`config.mk`:
```
export PLATFORM = sky130hd
export DESIGN_NAME = mandelbrot_escape_time
export DESIGN_NICKNAME = d
export VERILOG_FILES = /design/src/rtl/mbet_pkg.sv /design/src/rtl/mandelbrot_escape_time.sv
export SDC_FILE = /design/constraint.sdc
export NUM_CORES = 2
export LEC_CHECK = 0
export BUFFER_PORTS_ARGS = -buffer_cell sky130_fd_sc_hd__buf_2
export CORE_ASPECT_RATIO = 2
export CORE_MARGIN = 4
export CORE_UTILIZATION = 70
export DETAILED_ROUTE_END_ITERATION = 8
export GPL_TIMING_DRIVEN = 1
export PLACE_DENSITY = 0.87
export SYNTH_ARGS = -nofsm -noshare
export SYNTH_HDL_FRONTEND = slang
export SYNTH_SLANG_ARGS = --single-unit
```
`constraint.sdc`:
```
create_clock -name clk -period 19.9 [get_ports clk]
set_input_delay 3.98 -clock clk [delete_from_list [all_inputs] [get_ports clk]]
set_output_delay 3.98 -clock clk [all_outputs]
set_load 0.02 [all_outputs]
```
`src/rtl/mbet_pkg.sv`:
```
// mbet_pkg: shared types, constants and helpers for the mandelbrot escape-time block
// fixed-point format constants, word structs, register indexes and coordinate saturation
// no dependencies
`timescale 1ns / 1ps
`default_nettype none

package mbet_pkg;

	localparam int FRAC_BITS   = 28;
	localparam int COORD_WIDTH = 32;
	localparam int COUNT_WIDTH = 24;
	localparam int INDEX_WIDTH = 16;
	localparam int STEP_WIDTH  = COORD_WIDTH - 1;

	// multiplier operands carry one extra bit so unsigned steps stay positive
	localparam int MUL_WIDTH   = COORD_WIDTH + 1;
	localparam int PROD_WIDTH  = 2 * COORD_WIDTH;
	localparam int SUM_WIDTH   = PROD_WIDTH + 2;
	// |z|^2 >= 4 in a product with 2*FRAC_BITS fraction bits
	localparam int ESC_BIT     = 2 * FRAC_BITS + 2;

	localparam int CFG_INDEX_WIDTH = 3;
	localparam int CFG_DATA_WIDTH  = 32;

	localparam logic [CFG_INDEX_WIDTH-1:0] REG_MAX_ITER  = 3'd0;
	localparam logic [CFG_INDEX_WIDTH-1:0] REG_RE_ORIGIN = 3'd1;
	localparam logic [CFG_INDEX_WIDTH-1:0] REG_RE_STEP   = 3'd2;
	localparam logic [CFG_INDEX_WIDTH-1:0] REG_IM_ORIGIN = 3'd3;
	localparam logic [CFG_INDEX_WIDTH-1:0] REG_IM_STEP   = 3'd4;

	localparam logic [COUNT_WIDTH-1:0]        MAX_ITER_RESET = 24'd1000;
	localparam logic signed [COORD_WIDTH-1:0] ORIGIN_RESET   = -32'sd536870912;
	localparam logic [STEP_WIDTH-1:0]         STEP_RESET     = 31'd262144;

	typedef struct packed {
		logic [INDEX_WIDTH-1:0] column;
		logic [INDEX_WIDTH-1:0] row;
	} pixel_t;

	typedef struct packed {
		logic [COUNT_WIDTH-1:0] iteration_count;
		logic                   escaped;
	} result_t;

	// clamp a wide signed value into the signed coordinate range
	function automatic logic signed [COORD_WIDTH-1:0] sat_coord(
		input logic signed [SUM_WIDTH-1:0] v
	);
		logic signed [COORD_WIDTH-1:0] r;
		if ((&v[SUM_WIDTH-1:COORD_WIDTH-1]) || !(|v[SUM_WIDTH-1:COORD_WIDTH-1])) begin
			r = v[COORD_WIDTH-1:0];
		end else if (v[SUM_WIDTH-1]) begin
			r = {1'b1, {(COORD_WIDTH-1){1'b0}}};
		end else begin
			r = {1'b0, {(COORD_WIDTH-1){1'b1}}};
		end
		return r;
	endfunction

endpackage

`default_nettype wire

```
`src/rtl/mandelbrot_escape_time.sv`:
```
// mandelbrot_escape_time: escape-time iteration for one pixel per word
// depends on mbet_pkg; one shared signed multiplier under a small sequencer
// Usage:
//   pixel channel (pixel_valid / pixel_stall / pixel) takes a column and row word.
//   result channel (result_valid / result_stall / result) returns one word per
//   pixel: iteration count and escaped flag.
//   cfg channel (cfg_valid / cfg_ready / cfg_index / cfg_data) writes the limit,
//   origins and steps; cfg_ready is always high; the user must write only while idle,
//   which the block does not enforce. States MCX, MCY and CSET form c, then each
//   iteration of z = z*z + c runs through LOOP, UPD, SQX, SQY and the magnitude test,
//   and the finished word passes into the output register once the pixel escapes or
//   reaches the limit; the single multiplier forms x*y, x*x and y*y per iteration.
// Throughput: one pixel at a time; pixel_stall is high from acceptance until the
//   sequencer is idle again.
// A finished word sits in the output register while result_stall is high; the
//   next pixel may be taken meanwhile, but its result waits until the register frees.
// Reset clears the sequencer and output valid, and loads the default view
//   (limit 1000, origin -2.0, step 2^-10 on both axes).
`timescale 1ns / 1ps
`default_nettype none

module mandelbrot_escape_time (
	input  wire                                     clk,
	input  wire                                     arst_n,
	input  wire                                     pixel_valid,
	output logic                                    pixel_stall,
	input  mbet_pkg::pixel_t                        pixel,
	output logic                                    result_valid,
	input  wire                                     result_stall,
	output mbet_pkg::result_t                       result,
	input  wire                                     cfg_valid,
	output logic                                    cfg_ready,
	input  wire  [mbet_pkg::CFG_INDEX_WIDTH-1:0]    cfg_index,
	input  wire  [mbet_pkg::CFG_DATA_WIDTH-1:0]     cfg_data
);

	localparam logic [2:0] ST_IDLE = 3'd0;
	localparam logic [2:0] ST_MCX  = 3'd1;
	localparam logic [2:0] ST_MCY  = 3'd2;
	localparam logic [2:0] ST_CSET = 3'd3;
	localparam logic [2:0] ST_LOOP = 3'd4;
	localparam logic [2:0] ST_UPD  = 3'd5;
	localparam logic [2:0] ST_SQX  = 3'd6;
	localparam logic [2:0] ST_SQY  = 3'd7;
	localparam logic [2:0] ST_MAG  = 3'd0;

	localparam int CW = mbet_pkg::COORD_WIDTH;
	localparam int MW = mbet_pkg::MUL_WIDTH;
	localparam int PW = mbet_pkg::PROD_WIDTH;
	localparam int SW = mbet_pkg::SUM_WIDTH;
	localparam int NW = mbet_pkg::COUNT_WIDTH;

	// configuration
	logic [NW-1:0]                    max_iter_q;
	logic signed [CW-1:0]             re_origin_q;
	logic signed [CW-1:0]             im_origin_q;
	logic [mbet_pkg::STEP_WIDTH-1:0]  re_step_q;
	logic [mbet_pkg::STEP_WIDTH-1:0]  im_step_q;

	// sequencer and datapath
	logic [2:0]                       state_q;
	logic                             mag_q;
	logic                             done_q;
	logic                             done_esc_q;
	logic [mbet_pkg::INDEX_WIDTH-1:0] col_q;
	logic [mbet_pkg::INDEX_WIDTH-1:0] row_q;
	logic signed [CW-1:0]             cx_q;
	logic signed [CW-1:0]             cy_q;
	logic signed [CW-1:0]             x_q;
	logic signed [CW-1:0]             y_q;
	logic signed [PW-1:0]             xx_q;
	logic signed [PW-1:0]             yy_q;
	logic signed [PW-1:0]             p_q;
	logic [NW-1:0]                    count_q;

	logic                             result_valid_q;
	mbet_pkg::result_t                result_q;

	logic signed [MW-1:0]             mul_a;
	logic signed [MW-1:0]             mul_b;
	logic signed [2*MW-1:0]           prod;
	logic signed [SW-1:0]             p_ext;
	logic signed [SW-1:0]             diff;
	logic signed [SW-1:0]             nx_sum;
	logic signed [SW-1:0]             ny_sum;
	logic signed [SW-1:0]             cx_sum;
	logic signed [SW-1:0]             cy_sum;
	logic [PW:0]                      mag;
	logic                             idle;
	logic                             out_free;

	assign cfg_ready    = 1'b1;
	assign idle         = (state_q == ST_IDLE) && !mag_q && !done_q;
	assign pixel_stall  = !idle;
	assign result_valid = result_valid_q;
	assign result       = result_q;
	assign out_free     = !result_valid_q || !result_stall;

	// shared multiplier operand select
	always_comb begin
		mul_a = '0;
		mul_b = '0;
		if (!mag_q) begin
			unique case (state_q)
				ST_MCX: begin
					mul_a = $signed({{(MW-mbet_pkg::INDEX_WIDTH){1'b0}}, col_q});
					mul_b = $signed({{(MW-mbet_pkg::STEP_WIDTH){1'b0}}, re_step_q});
				end
				ST_MCY: begin
					mul_a = $signed({{(MW-mbet_pkg::INDEX_WIDTH){1'b0}}, row_q});
					mul_b = $signed({{(MW-mbet_pkg::STEP_WIDTH){1'b0}}, im_step_q});
				end
				ST_LOOP: begin
					mul_a = {x_q[CW-1], x_q};
					mul_b = {y_q[CW-1], y_q};
				end
				ST_SQX: begin
					mul_a = {x_q[CW-1], x_q};
					mul_b = {x_q[CW-1], x_q};
				end
				ST_SQY: begin
					mul_a = {y_q[CW-1], y_q};
					mul_b = {y_q[CW-1], y_q};
				end
				default: begin
					mul_a = '0;
					mul_b = '0;
				end
			endcase
		end
	end

	assign prod   = mul_a * mul_b;
	assign p_ext  = {{(SW-PW){p_q[PW-1]}}, p_q};
	assign cx_sum = $signed({{(SW-CW){re_origin_q[CW-1]}}, re_origin_q}) + p_ext;
	assign cy_sum = $signed({{(SW-CW){im_origin_q[CW-1]}}, im_origin_q}) + p_ext;
	assign diff   = {{(SW-PW){xx_q[PW-1]}}, xx_q} - {{(SW-PW){yy_q[PW-1]}}, yy_q};
	assign nx_sum = (diff >>> mbet_pkg::FRAC_BITS) + $signed({{(SW-CW){cx_q[CW-1]}}, cx_q});
	assign ny_sum = (p_ext >>> (mbet_pkg::FRAC_BITS - 1)) +
		$signed({{(SW-CW){cy_q[CW-1]}}, cy_q});
	// both squares are non-negative
	assign mag    = {1'b0, xx_q} + {1'b0, p_q};

	// configuration registers
	always_ff @(posedge clk or negedge arst_n) begin
		if (!arst_n) begin
			max_iter_q  <= mbet_pkg::MAX_ITER_RESET;
			re_origin_q <= mbet_pkg::ORIGIN_RESET;
			im_origin_q <= mbet_pkg::ORIGIN_RESET;
			re_step_q   <= mbet_pkg::STEP_RESET;
			im_step_q   <= mbet_pkg::STEP_RESET;
		end else if (cfg_valid && cfg_ready) begin
			unique case (cfg_index)
				mbet_pkg::REG_MAX_ITER:  max_iter_q  <= cfg_data[NW-1:0];
				mbet_pkg::REG_RE_ORIGIN: re_origin_q <= $signed(cfg_data[CW-1:0]);
				mbet_pkg::REG_RE_STEP:   re_step_q   <= cfg_data[mbet_pkg::STEP_WIDTH-1:0];
				mbet_pkg::REG_IM_ORIGIN: im_origin_q <= $signed(cfg_data[CW-1:0]);
				mbet_pkg::REG_IM_STEP:   im_step_q   <= cfg_data[mbet_pkg::STEP_WIDTH-1:0];
				default: begin
				end
			endcase
		end
	end

	// sequencer
	always_ff @(posedge clk or negedge arst_n) begin
		if (!arst_n) begin
			state_q        <= ST_IDLE;
			mag_q          <= 1'b0;
			done_q         <= 1'b0;
			done_esc_q     <= 1'b0;
			result_valid_q <= 1'b0;
			count_q        <= '0;
		end else begin
			if (done_q && out_free) begin
				result_valid_q <= 1'b1;
			end else if (result_valid_q && !result_stall) begin
				result_valid_q <= 1'b0;
			end
			if (done_q) begin
				if (out_free) begin
					result_q.iteration_count <= count_q;
					result_q.escaped         <= done_esc_q;
					done_q                   <= 1'b0;
				end
			end else if (mag_q) begin
				// magnitude test on the new z, p_q holds y*y
				yy_q  <= p_q;
				mag_q <= 1'b0;
				if (|mag[PW:mbet_pkg::ESC_BIT]) begin
					done_q     <= 1'b1;
					done_esc_q <= 1'b1;
					state_q    <= ST_IDLE;
				end else begin
					state_q <= ST_LOOP;
				end
			end else begin
				unique case (state_q)
					ST_IDLE: begin
						if (pixel_valid && !pixel_stall) begin
							col_q   <= pixel.column;
							row_q   <= pixel.row;
							state_q <= ST_MCX;
						end
					end
					ST_MCX: begin
						p_q     <= prod[PW-1:0];
						state_q <= ST_MCY;
					end
					ST_MCY: begin
						cx_q    <= mbet_pkg::sat_coord(cx_sum);
						p_q     <= prod[PW-1:0];
						state_q <= ST_CSET;
					end
					ST_CSET: begin
						cy_q    <= mbet_pkg::sat_coord(cy_sum);
						x_q     <= '0;
						y_q     <= '0;
						xx_q    <= '0;
						yy_q    <= '0;
						count_q <= '0;
						state_q <= ST_LOOP;
					end
					ST_LOOP: begin
						if (count_q < max_iter_q) begin
							p_q     <= prod[PW-1:0];
							state_q <= ST_UPD;
						end else begin
							done_q     <= 1'b1;
							done_esc_q <= 1'b0;
							state_q    <= ST_IDLE;
						end
					end
					ST_UPD: begin
						x_q     <= mbet_pkg::sat_coord(nx_sum);
						y_q     <= mbet_pkg::sat_coord(ny_sum);
						count_q <= count_q + 1'b1;
						state_q <= ST_SQX;
					end
					ST_SQX: begin
						p_q     <= prod[PW-1:0];
						state_q <= ST_SQY;
					end
					ST_SQY: begin
						xx_q    <= p_q;
						p_q     <= prod[PW-1:0];
						mag_q   <= 1'b1;
						state_q <= ST_MAG;
					end
					default: begin
						state_q <= ST_IDLE;
					end
				endcase
			end
		end
	end

endmodule

`default_nettype wire
```
==> flow_summary.json, run 1 <==
{
  "netlist_area_sq_mm": 0.0762,
  "cts-resized-gates": 0,
  "place.gp.congestion": 1.21,
  "die_h_um": 475,
  "io_buffers": 98,
  "synth_flop_cell": "edfxtp_1",
  "tool.error": "[ERROR GRT-0116] Global routing finished with congestion. Check the congestion regions in the DRC Viewer.",
  "grt_max_degree": 84,
  "lastStage": "global routing (5_1_grt)",
  "yosysSeqAreaShare_pct": 20.8,
  "synth.area.mux_share_pct": 2.59,
  "hpwl_um": 263000,
  "ys_async_sr_fraction_pct": 32.4,
  "synth_cell_type_count": 100,
  "grt_util_all_layers_pct": 64.5,
  "placed_area_sq_mm": 0.0785,
  "syn_avg_cell_area_sq_um": 9.39,
  "yosysTopAreaCell": "fa_1",
  "synthAdderAreaFrac_pct": 38.4,
  "die_w_um": 241,
  "overflow": 16,
  "post_cts_buffers": 0,
  "clock-sinks": 558,
  "synth_edf_count": 377,
  "synth_top_family_by_area": "adder cells",
  "yosys_register_bits": 558,
  "synth.area.top_cells": "fa_1 (29%), edfxtp_1 (15%), ha_1 (9.3%)",
  "clockRootBuffer": "clkbuf_16",
  "ctsHtreeMaxLevel": 2,
  "grt_pass1_wl_um": 525000,
  "synth_nets": 9864,
  "synth_top_area_share_pct": 29.1,
  "synthXorXnorAreaFrac_pct": 3.22,
  "std_cell_rows": 171,
  "grt_pass1_vias": 76200,
  "yosysWarnings": 0,
  "synth_simple_gate_area_share_pct": 14.4,
  "initial_core_util_pct": 70.4,
  "synthCells": 8119,
  "ioPinCount": 100,
  "cts_buffer_depth": 3,
  "cts_inserted_buffers": 50,
  "hold_buffers": 0,
  "synth_compound_area_share_pct": 13.1,
  "status": "did not finish"
}
## metal layers
| layer | GRT usage [%] | overflow |
|---|---|---|
| met5 | 6.06 | 0 |
| met4 | 74.3 | 12 |
| met3 | 36.8 | 1 |
| met2 | 89.5 | 3 |
| met1 | 60.8 | 0 |
## cell usage after synthesis, types with 40 or more instances
master	count
a21o_1	271
a21oi_1	353
a221oi_1	53
a22oi_1	50
a31o_2	43
a31oi_1	41
and2_1	171
and3_1	69
clkbuf_1	270
dfrtp_1	167
edfxtp_1	377
fa_1	1109
ha_1	564
inv_1	1195
mux2_2	136
mux2i_1	42
nand2_1	902
nand2b_1	61
nand3_1	90
nand4_1	66
nor2_1	807
nor2b_1	61
nor3_1	74
o21a_1	64
o21ai_0	217
o21bai_1	40
or3_1	40
xnor2_1	167
xor2_1	113
## stage by stage
step / hold slack [ns] / utilization [%] / worst slack, ns / std cells
3_3_place_gp: 0.442 / 72.5 / 7.04 / 9419
2_1_floorplan: 0.425 / - / 10.20 / 8119
3_5_place_dp: 0.453 / 72.5 / 6.86 / 9419
4_1_cts: 0.515 / 74.2 / 6.78 / 9513
## cell families after synthesis
family                     count (synthesis)
and+or+nand+nor                         2448
adders and majority gates               1673
buffers and inverters                   1516
AOI/OAI and AO/OA                       1463
DFF                                      558
xor gates and xnor gates                 280
muxes                                    180
other                                      1
==> run 2: changes to the inputs <==
--- a/config.mk
+++ b/config.mk
@@ -6,12 +6,11 @@
 export NUM_CORES = 2
 export LEC_CHECK = 0
 export BUFFER_PORTS_ARGS = -buffer_cell sky130_fd_sc_hd__buf_2
-export CORE_ASPECT_RATIO = 2
 export CORE_MARGIN = 4
-export CORE_UTILIZATION = 70
+export CORE_UTILIZATION = 40
 export DETAILED_ROUTE_END_ITERATION = 8
 export GPL_TIMING_DRIVEN = 1
-export PLACE_DENSITY = 0.87
+export PLACE_DENSITY_LB_ADDON = 0.15
 export SYNTH_ARGS = -nofsm -noshare
 export SYNTH_HDL_FRONTEND = slang
 export SYNTH_SLANG_ARGS = --single-unit
==> run 2 against run 1 <==
  * The run now ends clean
  * Synthesized area unchanged
  * Synthesized cell count unchanged
==> flow_summary.json, run 2 <==
{
  "antenna_found_initial": 21,
  "totalWireLength_um": 301000,
  "initial_core_util_pct": 40.4,
  "synth_cell_type_count": 100,
  "synth_top_area_share_pct": 29.1,
  "ctsHtreeMaxLevel": 3,
  "core_area_sq_mm": 0.189,
  "cp_top_family": "adder cells",
  "yosysTopAreaCell": "fa_1",
  "drt_iter0_drc": 5952,
  "path_buf_inv": 7,
  "hold_viol": 0,
  "critPathRequiredTime_ns": 20.31,
  "critPathMaxStageDelay_ns": 0.92,
  "min_period_over_period_pct": 64.8,
  "hold_buffers": 0,
  "dp_slack_ns": 7.27,
  "die_w_um": 445,
  "drc": 0,
  "overflow": 0,
  "top_regs": "p_q: 64 flops, xx_q: 64 flops, yy_q: 64 flops",
  "final_cell_mix": "inv_1 (1195), fa_1 (1108), nand2_1 (902)",
  "synth_nets": 9864,
  "worstMarginPinSlew_ns": 1.31,
  "yosysSeqAreaShare_pct": 20.8,
  "synth_edf_count": 377,
  "cp-end-kind": "register",
  "synth_flop_cell": "edfxtp_1",
  "slew_violations": 0,
  "layout-drive-gt1-share_pct": 8.42,
  "clock_skew_ns": 0.0607,
  "yosysMostFrequentCell": "inv_1",
  "fmaxAchievable_mhz": 77.5,
  "detail_route.first_pass.iterations": 6,
  "setup_viol": 0,
  "tns_ns": 0,
  "mostFrequentLayoutCell": "inv_1",
  "cts_tree": "built",
  "maxCapViolCount": 0,
  "areaGrowthSynthToFinish_pct": 8.50,
  "hold_class": "register to register",
  "cts-resized-gates": 0,
  "grt_util_all_layers_pct": 30.4,
  "synthCells": 8119,
  "worst_slack_ns": 7.00,
  "cpMostUsedCell": "fa_1",
  "crit_start": "state_q[1]",
  "cp.arrival_ns": 13.31,
  "die_h_um": 445,
  "r2r-start": "state_q[1]",
  "rsz0062_at_grt": "no",
  "io_buffers": 98,
  "grt_pass1_wl_um": 438000,
  "clock_latency_ns": 0.69,
  "critical_path_class": "register to register",
  "netlist_area_sq_mm": 0.0762,
  "cts_inserted_buffers": 70,
  "postRouteAntennaNets": 0,
  "clkTransAtPathRegs_ns": 0.06,
  "yosys_register_bits": 558,
  "clockRootBuffer": "clkbuf_16",
  "syn_avg_cell_area_sq_um": 9.39,
  "wl_per_cell_um": 28.1,
  "die_area_sq_mm": 0.198,
  "cp_max_fo": 61,
  "cpMaxStageDelayCell": "nor2_2",
  "grt_max_degree": 65,
  "clock-sinks": 558,
  "hpwl_um": 240000,
  "ys_async_sr_fraction_pct": 32.4,
  "vias": 61800,
  "grt_pass1_vias": 62500,
  "ioPinCount": 100,
  "std_cell_rows": 159,
  "yosys-top-cells-count": "inv_1 (1195), fa_1 (1109), nand2_1 (902)",
  "synth.area.top_cells": "fa_1 (29%), edfxtp_1 (15%), ha_1 (9.3%)",
  "fin_util_pct": 43.8,
  "nets": 9896,
  "relSlewSlack_pct": 12.2,
  "viasPerCell": 5.77,
  "place.gp.congestion": 1.01,
  "finalCriticalPeriod_ns": 12.90,
  "yosysWarnings": 0,
  "status": "complete, no violations",
  "post_cts_buffers": 0,
  "cp-start-kind": "register",
  "cts_buffer_depth": 3,
  "hold_path_startpoint": "done_esc_q"
}
==> run 2: cell counts after synthesis <==
No cell type changed its count.
==> run 2: worst reg2reg max path, delay by kind of cell, from the launching register on <==
kind	cells	cell delay (ns)
buf+inv	7	1.27
xor+xnor	1	0.13
fa+ha+maj	9	4.46
flops	1	0.60
compound gates	10	3.21
simple gates	7	2.98
==> run 2: kinds of logic (layout without fill, tap and decap cells) <==
| group | Yosys count | in the layout | share of synthesized area [%] |
|---|---|---|---|
| flip-flops | 558 | 558 | 20.8 |
| XOR/XNOR | 280 | 280 | 3.22 |
| AO/OA/AOI/OAI | 1463 | 1463 | 13.1 |
| other | 1 | 8 | 0.00492 |
| multiplexers | 180 | 180 | 2.59 |
| buffers and inverters | 1516 | 1606 | 7.52 |
| adder cells (fa/ha/maj) | 1673 | 1673 | 38.4 |
| AND/OR/NAND/NOR | 2448 | 2448 | 14.4 |
==> run 2: per-layer routing <==
| layer | up-vias | global-route usage (%) | routed length (um) |
|---|---|---|---|
| met5 | - | 0 | 57 |
| met4 | 8 | 13.0 | 15800 |
| met3 | 545 | 6.15 | 26900 |
| met2 | 2846 | 46.4 | 132000 |
| met1 | 31400 | 42.1 | 126000 |
| li1 | 27000 | - | - |
==> run 2: final timing paths <==
kind	to	slack, ns	depth (start not counted)
hold / removal	result[0]	0.47	0
min in group asynchronous	im_step_q[24]	3.30	1
hold reg to reg	result[0]	0.47	0
setup reg to reg	p_q[63]	7.00	34
setup / recovery	p_q[63]	7.00	34
max in group asynchronous	count_q[6]	14.85	3
==> run 2: cell type report <==
class / count / area, sq um
Fill cell: 18400 / 106000
Clock buffer: 89 / 1890
Inverter: 1196 / 4490
Clock inverter: 41 / 531
Antenna cell: 7 / 17.5
Tap cell: 2495 / 3120
Sequential cell: 558 / 15900
Timing Repair Buffer: 280 / 1870
Multi-Input combinational cell: 6045 / 54900
==> run 2: metrics by stage <==
stage,cell area [sq um],hold WS (ns),instances
floorplan,76200,0.425,8119
global placement,80200,0.432,10600
detailed placement,80300,0.470,10600
CTS,82700,0.473,10700
global route,82700,0.476,10700
finish,82700,0.470,10700
Power of run 2 is not shown: default switching activity piles up to over one toggle a cycle in this logic, so the estimate is an artifact.
